[config.mk]
export PLATFORM = sky130hd
export DESIGN_NAME = biquad_lowpass_df2_core
export DESIGN_NICKNAME = d
export VERILOG_FILES = /design/src/design/bq_pkg.sv /design/src/design/bq_seq.sv /design/src/design/bq_datapath.sv /design/src/design/biquad_lowpass_df2_core.sv
export SDC_FILE = /design/constraint.sdc
export NUM_CORES = 2
export LEC_CHECK = 0
export ABC_CLOCK_PERIOD_IN_PS = 17500
export BUFFER_PORTS_ARGS = -buffer_cell sky130_fd_sc_hd__buf_2
export CAP_MARGIN = 20
export CORE_ASPECT_RATIO = 1.75
export CORE_MARGIN = 8
export CORE_UTILIZATION = 35
export DETAILED_ROUTE_END_ITERATION = 10
export PLACE_DENSITY = 0.56
export SLEW_MARGIN = 20
export SYNTH_ARGS = -nofsm -noshare
export SYNTH_HDL_FRONTEND = slang
export SYNTH_HIERARCHICAL = 1
export SYNTH_SLANG_ARGS = --single-unit
[constraint.sdc]
create_clock -name clk -period 17.5 [get_ports clk]
set_input_delay 2.625 -clock clk [delete_from_list [all_inputs] [get_ports clk]]
set_output_delay 2.625 -clock clk [all_outputs]
set_load 0.02 [all_outputs]
[src/design/bq_pkg.sv]
// shared types and codes for the direct form ii biquad
`timescale 1ns / 1ps
`default_nettype none

package bq_pkg;

	localparam int NUM_COEFS = 5;
	localparam int CIDX_W    = 3;
	localparam int DELAY_FRAC = 8;

	typedef enum logic [CIDX_W-1:0] {
		COEF_B0 = 3'd0,
		COEF_B1 = 3'd1,
		COEF_B2 = 3'd2,
		COEF_A1 = 3'd3,
		COEF_A2 = 3'd4
	} coef_idx_t;

	typedef enum logic [1:0] {
		DSEL_W1,
		DSEL_W2,
		DSEL_W
	} dsel_t;

	typedef enum logic [2:0] {
		ACC_HOLD,
		ACC_LOAD_X,
		ACC_SUB,
		ACC_ADD,
		ACC_LOAD_P
	} acc_op_t;

	typedef enum logic [3:0] {
		ST_IDLE,
		ST_FB1,
		ST_FB2,
		ST_FB3,
		ST_WSAT,
		ST_FF0,
		ST_FF1,
		ST_FF2,
		ST_FF3,
		ST_OUT
	} state_t;

	typedef struct packed {
		coef_idx_t csel;
		dsel_t     dsel;
		acc_op_t   acc_op;
		logic      w_en;
		logic      y_en;
	} ctrl_t;

endpackage

`default_nettype wire

[src/design/bq_seq.sv]
// sequencer that steps the shared multiplier through the five products
`timescale 1ns / 1ps
`default_nettype none

module bq_seq
	import bq_pkg::*;
(
	input  wire logic  clk,
	input  wire logic  arst_n,
	input  wire logic  s_tvalid,
	output logic       s_tready,
	output logic       m_tvalid,
	input  wire logic  m_tready,
	output ctrl_t      ctrl
);

	state_t state_q;
	state_t state_d;
	logic   m_tvalid_q;
	logic   out_free;

	assign out_free = !m_tvalid_q || m_tready;
	assign s_tready = (state_q == ST_IDLE);
	assign m_tvalid = m_tvalid_q;

	always_ff @(posedge clk or negedge arst_n) begin
		if (!arst_n) begin
			state_q    <= ST_IDLE;
			m_tvalid_q <= 1'b0;
		end else begin
			state_q <= state_d;
			if (ctrl.y_en) begin
				m_tvalid_q <= 1'b1;
			end else if (m_tready) begin
				m_tvalid_q <= 1'b0;
			end
		end
	end

	always_comb begin
		state_d     = state_q;
		ctrl.csel   = COEF_B0;
		ctrl.dsel   = DSEL_W;
		ctrl.acc_op = ACC_HOLD;
		ctrl.w_en   = 1'b0;
		ctrl.y_en   = 1'b0;
		case (state_q)
			ST_IDLE: begin
				if (s_tvalid) begin
					ctrl.acc_op = ACC_LOAD_X;
					state_d     = ST_FB1;
				end
			end
			ST_FB1: begin
				ctrl.csel = COEF_A1;
				ctrl.dsel = DSEL_W1;
				state_d   = ST_FB2;
			end
			ST_FB2: begin
				ctrl.csel   = COEF_A2;
				ctrl.dsel   = DSEL_W2;
				ctrl.acc_op = ACC_SUB;
				state_d     = ST_FB3;
			end
			ST_FB3: begin
				ctrl.acc_op = ACC_SUB;
				state_d     = ST_WSAT;
			end
			ST_WSAT: begin
				ctrl.w_en = 1'b1;
				state_d   = ST_FF0;
			end
			ST_FF0: begin
				ctrl.csel = COEF_B0;
				ctrl.dsel = DSEL_W;
				state_d   = ST_FF1;
			end
			ST_FF1: begin
				ctrl.csel   = COEF_B1;
				ctrl.dsel   = DSEL_W1;
				ctrl.acc_op = ACC_LOAD_P;
				state_d     = ST_FF2;
			end
			ST_FF2: begin
				ctrl.csel   = COEF_B2;
				ctrl.dsel   = DSEL_W2;
				ctrl.acc_op = ACC_ADD;
				state_d     = ST_FF3;
			end
			ST_FF3: begin
				ctrl.acc_op = ACC_ADD;
				state_d     = ST_OUT;
			end
			ST_OUT: begin
				if (out_free) begin
					ctrl.y_en = 1'b1;
					state_d   = ST_IDLE;
				end
			end
			default: begin
				state_d = ST_IDLE;
			end
		endcase
	end

endmodule

`default_nettype wire

[src/design/bq_datapath.sv]
// coefficient registers, shared multiplier, accumulator, rounding and saturation
`timescale 1ns / 1ps
`default_nettype none

module bq_datapath
	import bq_pkg::*;
#(
	parameter int SAMPLE_WIDTH   = 16,
	parameter int COEF_FRAC_BITS = 16
) (
	input  wire logic                              clk,
	input  wire logic                              arst_n,
	input  wire ctrl_t                             ctrl,
	input  wire logic signed [SAMPLE_WIDTH-1:0]    x,
	input  wire logic                              cfg_we,
	input  wire logic [CIDX_W-1:0]                 cfg_index,
	input  wire logic [COEF_FRAC_BITS+1:0]         cfg_data,
	output logic signed [SAMPLE_WIDTH-1:0]         y,
	output logic                                   clipped
);

	localparam int CW    = COEF_FRAC_BITS + 2;
	localparam int DW    = SAMPLE_WIDTH + DELAY_FRAC;
	localparam int PW    = CW + DW;
	localparam int ACC_W = SAMPLE_WIDTH + COEF_FRAC_BITS + 12;
	localparam int YS    = COEF_FRAC_BITS + DELAY_FRAC;
	localparam int RW    = ACC_W - COEF_FRAC_BITS;
	localparam int YRW   = ACC_W - YS;

	localparam logic [ACC_W-1:0] W_RND =
		{{(ACC_W-COEF_FRAC_BITS){1'b0}}, 1'b1, {(COEF_FRAC_BITS-1){1'b0}}};
	localparam logic [ACC_W-1:0] Y_RND = {{(ACC_W-YS){1'b0}}, 1'b1, {(YS-1){1'b0}}};
	localparam logic [CW-1:0] COEF_ONE = {2'b01, {COEF_FRAC_BITS{1'b0}}};

	logic signed [CW-1:0]    coef_b0_q, coef_b1_q, coef_b2_q, coef_a1_q, coef_a2_q;
	logic signed [DW-1:0]    delay_one_q, delay_two_q, w_q;
	logic signed [PW-1:0]    prod_q;
	logic signed [ACC_W-1:0] acc_q;
	logic                    hit_q;
	logic signed [SAMPLE_WIDTH-1:0] y_q;
	logic                    clipped_q;

	logic signed [CW-1:0]    coef_mux;
	logic signed [DW-1:0]    delay_mux;
	logic signed [ACC_W-1:0] x_ext, prod_ext;
	logic [ACC_W-1:0]        w_sum, y_sum;
	logic [RW-1:0]           w_r;
	logic [YRW-1:0]          y_r;
	logic                    w_ovf, y_ovf;
	logic [DW-1:0]           w_sat;
	logic [SAMPLE_WIDTH-1:0] y_sat;

	// coefficient registers
	always_ff @(posedge clk or negedge arst_n) begin
		if (!arst_n) begin
			coef_b0_q <= COEF_ONE;
			coef_b1_q <= '0;
			coef_b2_q <= '0;
			coef_a1_q <= '0;
			coef_a2_q <= '0;
		end else if (cfg_we) begin
			case (cfg_index)
				COEF_B0: coef_b0_q <= cfg_data;
				COEF_B1: coef_b1_q <= cfg_data;
				COEF_B2: coef_b2_q <= cfg_data;
				COEF_A1: coef_a1_q <= cfg_data;
				COEF_A2: coef_a2_q <= cfg_data;
				default: ;
			endcase
		end
	end

	always_comb begin
		case (ctrl.csel)
			COEF_B0: coef_mux = coef_b0_q;
			COEF_B1: coef_mux = coef_b1_q;
			COEF_B2: coef_mux = coef_b2_q;
			COEF_A1: coef_mux = coef_a1_q;
			COEF_A2: coef_mux = coef_a2_q;
			default: coef_mux = coef_b0_q;
		endcase
		case (ctrl.dsel)
			DSEL_W1: delay_mux = delay_one_q;
			DSEL_W2: delay_mux = delay_two_q;
			DSEL_W:  delay_mux = w_q;
			default: delay_mux = w_q;
		endcase
	end

	assign x_ext    = {{(ACC_W-SAMPLE_WIDTH-YS){x[SAMPLE_WIDTH-1]}}, x, {YS{1'b0}}};
	assign prod_ext = {{(ACC_W-PW){prod_q[PW-1]}}, prod_q};

	// round half up, then clamp
	assign w_sum = acc_q + W_RND;
	assign w_r   = w_sum[ACC_W-1:COEF_FRAC_BITS];
	assign w_ovf = !((&w_r[RW-1:DW-1]) || !(|w_r[RW-1:DW-1]));
	assign w_sat = w_ovf ? {w_r[RW-1], {(DW-1){~w_r[RW-1]}}} : w_r[DW-1:0];

	assign y_sum = acc_q + Y_RND;
	assign y_r   = y_sum[ACC_W-1:YS];
	assign y_ovf = !((&y_r[YRW-1:SAMPLE_WIDTH-1]) || !(|y_r[YRW-1:SAMPLE_WIDTH-1]));
	assign y_sat = y_ovf ? {y_r[YRW-1], {(SAMPLE_WIDTH-1){~y_r[YRW-1]}}}
	                     : y_r[SAMPLE_WIDTH-1:0];

	always_ff @(posedge clk) begin
		prod_q <= coef_mux * delay_mux;
		case (ctrl.acc_op)
			ACC_LOAD_X: acc_q <= x_ext;
			ACC_SUB:    acc_q <= acc_q - prod_ext;
			ACC_ADD:    acc_q <= acc_q + prod_ext;
			ACC_LOAD_P: acc_q <= prod_ext;
			default:    acc_q <= acc_q;
		endcase
		if (ctrl.w_en) begin
			w_q   <= w_sat;
			hit_q <= w_ovf;
		end
		if (ctrl.y_en) begin
			y_q       <= y_sat;
			clipped_q <= hit_q | y_ovf;
		end
	end

	// delay line
	always_ff @(posedge clk or negedge arst_n) begin
		if (!arst_n) begin
			delay_one_q <= '0;
			delay_two_q <= '0;
		end else if (ctrl.y_en) begin
			delay_two_q <= delay_one_q;
			delay_one_q <= w_q;
		end
	end

	assign y       = y_q;
	assign clipped = clipped_q;

endmodule

`default_nettype wire

[src/design/biquad_lowpass_df2_core.sv]
// top level of the direct form ii biquad filter
// Second-order IIR biquad, direct form II: w = x - a1*w1 - a2*w2, then
// y = b0*w + b1*w1 + b2*w2, with w held at 8 fractional bits, both sums
// rounded half up and saturated; m_tuser flags any saturation of the item.
// Coefficients are signed Q2.F words written through cfg_we/cfg_index/cfg_data
// (index 0..4 = b0, b1, b2, a1, a2); the user must write them only while the
// block is idle; the block itself does not enforce it. A single multiplier
// with a product register is stepped through the five products; the WSAT and
// OUT states round and clamp w and y. The result waits in an output register,
// and a new item is taken while it waits; the block stalls only if the next
// result is ready before the previous one has been taken.
`timescale 1ns / 1ps
`default_nettype none

module biquad_lowpass_df2_core
	import bq_pkg::*;
#(
	parameter int SAMPLE_WIDTH   = 16,
	parameter int COEF_FRAC_BITS = 16
) (
	input  wire logic                               clk,
	input  wire logic                               arst_n,
	input  wire logic                               s_tvalid,
	output logic                                    s_tready,
	// sample_in
	input  wire logic [((SAMPLE_WIDTH+7)/8)*8-1:0]  s_tdata,
	output logic                                    m_tvalid,
	input  wire logic                               m_tready,
	// sample_out
	output logic [((SAMPLE_WIDTH+7)/8)*8-1:0]       m_tdata,
	// clipped
	output logic                                    m_tuser,
	input  wire logic                               cfg_we,
	input  wire logic [CIDX_W-1:0]                  cfg_index,
	input  wire logic [COEF_FRAC_BITS+1:0]          cfg_data
);

	localparam int TW = ((SAMPLE_WIDTH + 7) / 8) * 8;

	ctrl_t                          ctrl;
	logic signed [SAMPLE_WIDTH-1:0] y;

	bq_seq u_seq (
		.clk      (clk),
		.arst_n   (arst_n),
		.s_tvalid (s_tvalid),
		.s_tready (s_tready),
		.m_tvalid (m_tvalid),
		.m_tready (m_tready),
		.ctrl     (ctrl)
	);

	bq_datapath #(
		.SAMPLE_WIDTH   (SAMPLE_WIDTH),
		.COEF_FRAC_BITS (COEF_FRAC_BITS)
	) u_datapath (
		.clk       (clk),
		.arst_n    (arst_n),
		.ctrl      (ctrl),
		.x         (s_tdata[SAMPLE_WIDTH-1:0]),
		.cfg_we    (cfg_we),
		.cfg_index (cfg_index),
		.cfg_data  (cfg_data),
		.y         (y),
		.clipped   (m_tuser)
	);

	assign m_tdata = {{(TW-SAMPLE_WIDTH){1'b0}}, y};

`ifndef SYNTH
	a_no_early_result: assert property (@(posedge clk) disable iff (!arst_n)
		(s_tvalid && s_tready && !m_tvalid) |=> !m_tvalid)
		else $error("result appeared right after acceptance");

	a_result_loads_valid: assert property (@(posedge clk) disable iff (!arst_n)
		ctrl.y_en |=> m_tvalid)
		else $error("result load did not raise m_tvalid");

	a_busy_not_ready: assert property (@(posedge clk) disable iff (!arst_n)
		(ctrl.w_en || ctrl.acc_op == ACC_SUB || ctrl.acc_op == ACC_ADD) |-> !s_tready)
		else $error("ready while an item is in progress");

	a_no_overwrite: assert property (@(posedge clk) disable iff (!arst_n)
		(m_tvalid && !m_tready) |-> !ctrl.y_en)
		else $error("result register overwritten while stalled");
`endif

endmodule

`default_nettype wire
After elaboration in Yosys (flattened, before gate mapping)
Index checks and enable logic that the tools add are counted.
Widths: inputs -> output; s select.

storage, ports and cells
  register bits after elaboration = 271
  latch bits = 0
  memory bits (writable) = 0
  bits in read-only memories = 0
  bits of input ports = 42
  memories = 0

cells by class
  add/sub/neg operators = 4
  $mul = 1
  divide/modulo/power cells = 0
  $lt $le $gt $ge = 0
  equal/unequal tests = 24
  shift-type cells = 0
  mux-type cells = 16
  bitwise gates (word level) = 3
  reductions and logical operators = 25

operators by type and width
  operator                number
  $pmux 44 s4             1
  $pmux 18 s4             1
  $pmux 24 s2             1
  $add 44x16->44 const B  1
  $add 44x24->44 const B  1
  $add 44x42->44          1
  $sub 44x42->44          1
  $mul 18x24->42          1
  $pmux 4 s10             1
  $mux 24                 1
  $pmux 5 s4              1
  $eq 3x2->1 const B      6
  $eq 4x3->1 const B      4
  $mux 16                 1
  $pmux 3 s4              1
  $reduce_and 2->1        6
  $reduce_and 5->1        2
  $reduce_or 5->1         2
  $eq 3x1->1 const B      3
  $eq 3x3->1 const B      3
  $eq 4x2->1 const B      2
  $eq 4x4->1 const B      2
  $mux 4                  2
  $mux 1                  6
  14 further kinds        22

Longest topological paths before layout
  depth after elaboration = 6
  mapped depth = 37

Modules after synthesis
Netlist, hierarchy kept.

modules (own cells, without submodules)
  module       instances  cells an instance  area an instance (um^2)  seq. area each (um^2)
  bq_datapath  1          3108               29527.1                  6877.8
  bq_seq       1          45                 377.9                    125.1

Worst setup path before layout
No wires, ideal clock.

  kind = register -> register
  from = register u_seq.state_q[1]
  to = register u_datapath.prod_q[40]
  data arrival time = 8.390 ns
  required time = 17.428 ns
  setup slack = 9.038 ns
  cell stages (with the launch flop) = 31
  period minus slack after synthesis = 8.462 ns
  cells stage by stage = dfrtp_1 -> buf_6 -> or2_1 -> buf_6 -> a21oi_1 -> nor3b_1 -> clkbuf_1 -> nand2_1 -> nand4_1 -> clkbuf_1 -> nand2_1 -> fa_1 -> inv_1 -> fa_1 -> fa_1 -> fa_1 -> fa_1 -> inv_1 -> fa_1 -> inv_1 -> ha_1 -> and4_1 -> and4_1 -> a2111oi_0 -> a21oi_1 -> nor2_1 -> nor3_1 -> o41ai_1 -> o21ai_0 -> a21oi_1 -> xnor2_1

RTL lines
  element                   line                RTL
  start: declaration        bq_seq.sv:17        state_t state_q;
  start signal: assignment  bq_seq.sv:31        state_q <= state_d;
  end signal: assignment    bq_datapath.sv:106  prod_q <= coef_mux * delay_mux;
  end: declaration          bq_datapath.sv:37   logic signed [PW-1:0] prod_q;

==> summary.txt <==
status: completed
Post-Synthesis Cells: 3153
worst skew pair latency: 580 ps
worst slew pin tran: 1059 ps
CP startpoint: u_seq/state_q[3]
Area Overhead vs Synth: 8.615%
post-layout min period: 9911 ps
clock-pin slew on the worst setup and hold paths: 70 ps
CP most frequent cell: fa_1
Reg-to-Reg Start: u_seq/state_q[3]
ys async rst share: 52.77%
peak fanout along the critical path: 21
hold crit path type: reg2reg
layout cells sized above 1: 10.53%
number of synthesized register bits: 271
Critical Setup Path Class: reg2reg
fill count: 8506
root buffer cell: clkbuf_16
GR Util met3: 2.207%
First-pass DRT Iterations: 6
Final Max Slew Viols: 0
Worst slew margin: 29.42%
die area: 95420 sq um
DRC viols: 0
Routed Wire Length: 95.67 mm
Max stage delay on crit path: 870 ps
Num Clock Sinks: 271
Synth area leader: fa_1
Post CTS Setup Buffer Count: 0
family with the most delay on the worst path: simple AND/OR/NAND/NOR gates
syn_area_per_cell: 9.485 sq um
leading cell types by count after synthesis: inv_1, fa_1, nand2_1, nor2_1, ha_1
Hold Fails Final Rpt: 0
Post-Syn Area: 29900 sq um
final setup vio count: 0
GRT Util Overall: 20.33%
htree depth: 1
initial DRC count: 1354
worst r2r path cells: 28
hold buffer count at CTS: 0
vias after detailed routing: 22450
IO Count: 61
Post-Syn Nets: 3772
Peak Freq: 100.9 MHz
GPL Wtd Cong: 0.9159
largest net degree at the start of global routing: 75
number of flops mapped to enable cells by yosys: 86
Min-Delay Endpoint: u_datapath/coef_b2_q[15]
die span in y: 402.7 microns
global route total overflow: 0
Num CTS Buffers: 27
Critical Path AT: 10410 ps
most frequent cell after synthesis: inv_1
Routed Antenna Nets: 0
Seq/Total Area, Yosys: 23.42%
routed wire length per instance: 22.44 microns
vias per std cell: 5.267
global-route wire length before repair: 148.3 mm
post_cts resized: 0
final setup margin: 7589 ps
Crit path required time: 18000 ps
crit start category: flop
setup repair after global routing missed its margin: false
Max-cap violations: 0
Final #Nets: 3782
Synth area leaders: fa_1, dfrtp_1, edfxtp_1
Horiz. Die Dim: 237.0 microns
Starting Density: 35.14%
Synth cell types: 79
ys flop type: dfrtp_1
Tcrit/Tclk final: 56.63%
Buf/Inv on CP: 5
critical hold path startpoint: u_datapath/coef_b2_q[15]
most used routing layer in global routing: met2
CP max-delay cell: and2_1
initial antenna violation count: 4
top-area cell type share of the netlist area: 28.52%
FF-to-FF setup slack: 7590 ps
Clock Skew: 20.48 ps
CTS tree: yes
setup TNS: 0 ps
PortBufs: 60
number of global-route vias before repair: 24710
post-DP HPWL: 77.71 mm
clock buffer depth: 3
RR Endpoint: u_datapath/prod_q[40]
met2 usage: 38.17%
Placement Setup Slack: 7632 ps
core area: 85100 sq um
met1 Usage GRT: 20.25%
crit end category: flop
Rows: 142
Synthesis Warnings: 6
hold depth: 1
[per-stage QoR]
stage,util [%],hold slack (ps),area (sq um),cells
3_3_place_gp,37.05,488.5,31530,4214
3_5_place_dp,37.05,492.1,31530,4214
5_1_grt,38.17,522.7,32480,4263
2_1_floorplan,-,479.3,29900,3153
6_report,38.17,506.7,32480,4263
4_1_cts,38.16,509.8,32480,4262
[routing by layer]
layer | wire length (microns) | share of wire (%)
met2 | 51310 | 54
met1 | 32160 | 34
met3 | 3403 | 3.6
met5 | 12 | 0.013
met4 | 8792 | 9.2
[cell type report]
class | instances | area [sq um] | area share, %
Clock inverter | 15 | 176.4 | 0.5431
Timing Repair Buffer | 110 | 681.9 | 2.099
Multi-Input combinational cell | 2210 | 20460 | 62.98
Tap cell | 1080 | 1351 | 4.160
Inverter | 543 | 2038 | 6.275
Antenna cell | 1 | 2.502 | 0.007704
Clock buffer | 33 | 770.7 | 2.373
Sequential cell | 271 | 7003 | 21.56
[cells by family after synthesis]
logic type,synth area share (%)
compound gates,9.611
xor+xnor,4.887
fa+ha+maj,34.84
buf+inv,8.544
flops,23.42
mux,6.247
simple gates,12.46
[cells in the final DEF, fill, tap and decap left out, types with 86 or more instances in the layout]
cell type  count
mux2_2       139
nand2_1      426
nor2_1       219
edfxtp_1      86
dfrtp_1      142
xnor2_1      102
o21ai_0      110
fa_1         426
inv_1        543
ha_1         151
[how the worst max path moves through the flow]
| stage | end | slack [ps] | depth (start not counted) |
|---|---|---|---|
| floorplan | u_datapath/prod_q[40] | 9040 | 30 |
| global placement | u_datapath/prod_q[40] | 7740 | 26 |
| detailed placement | u_datapath/prod_q[40] | 7630 | 28 |
| CTS | u_datapath/prod_q[40] | 7570 | 28 |
| global route | u_datapath/prod_q[40] | 6970 | 26 |
| finish | u_datapath/prod_q[40] | 7590 | 28 |
[state kept, by name, summed over array words and instances, names as in the netlist, 24 cells and up]
signal,flops
u_datapath/delay_one_q,24
u_datapath/delay_two_q,24
u_datapath/w_q,24
u_datapath/prod_q,42
u_datapath/acc_q,44
Power is not shown: default switching activity piles up to over one toggle a cycle in this logic, so the estimate is an artifact.
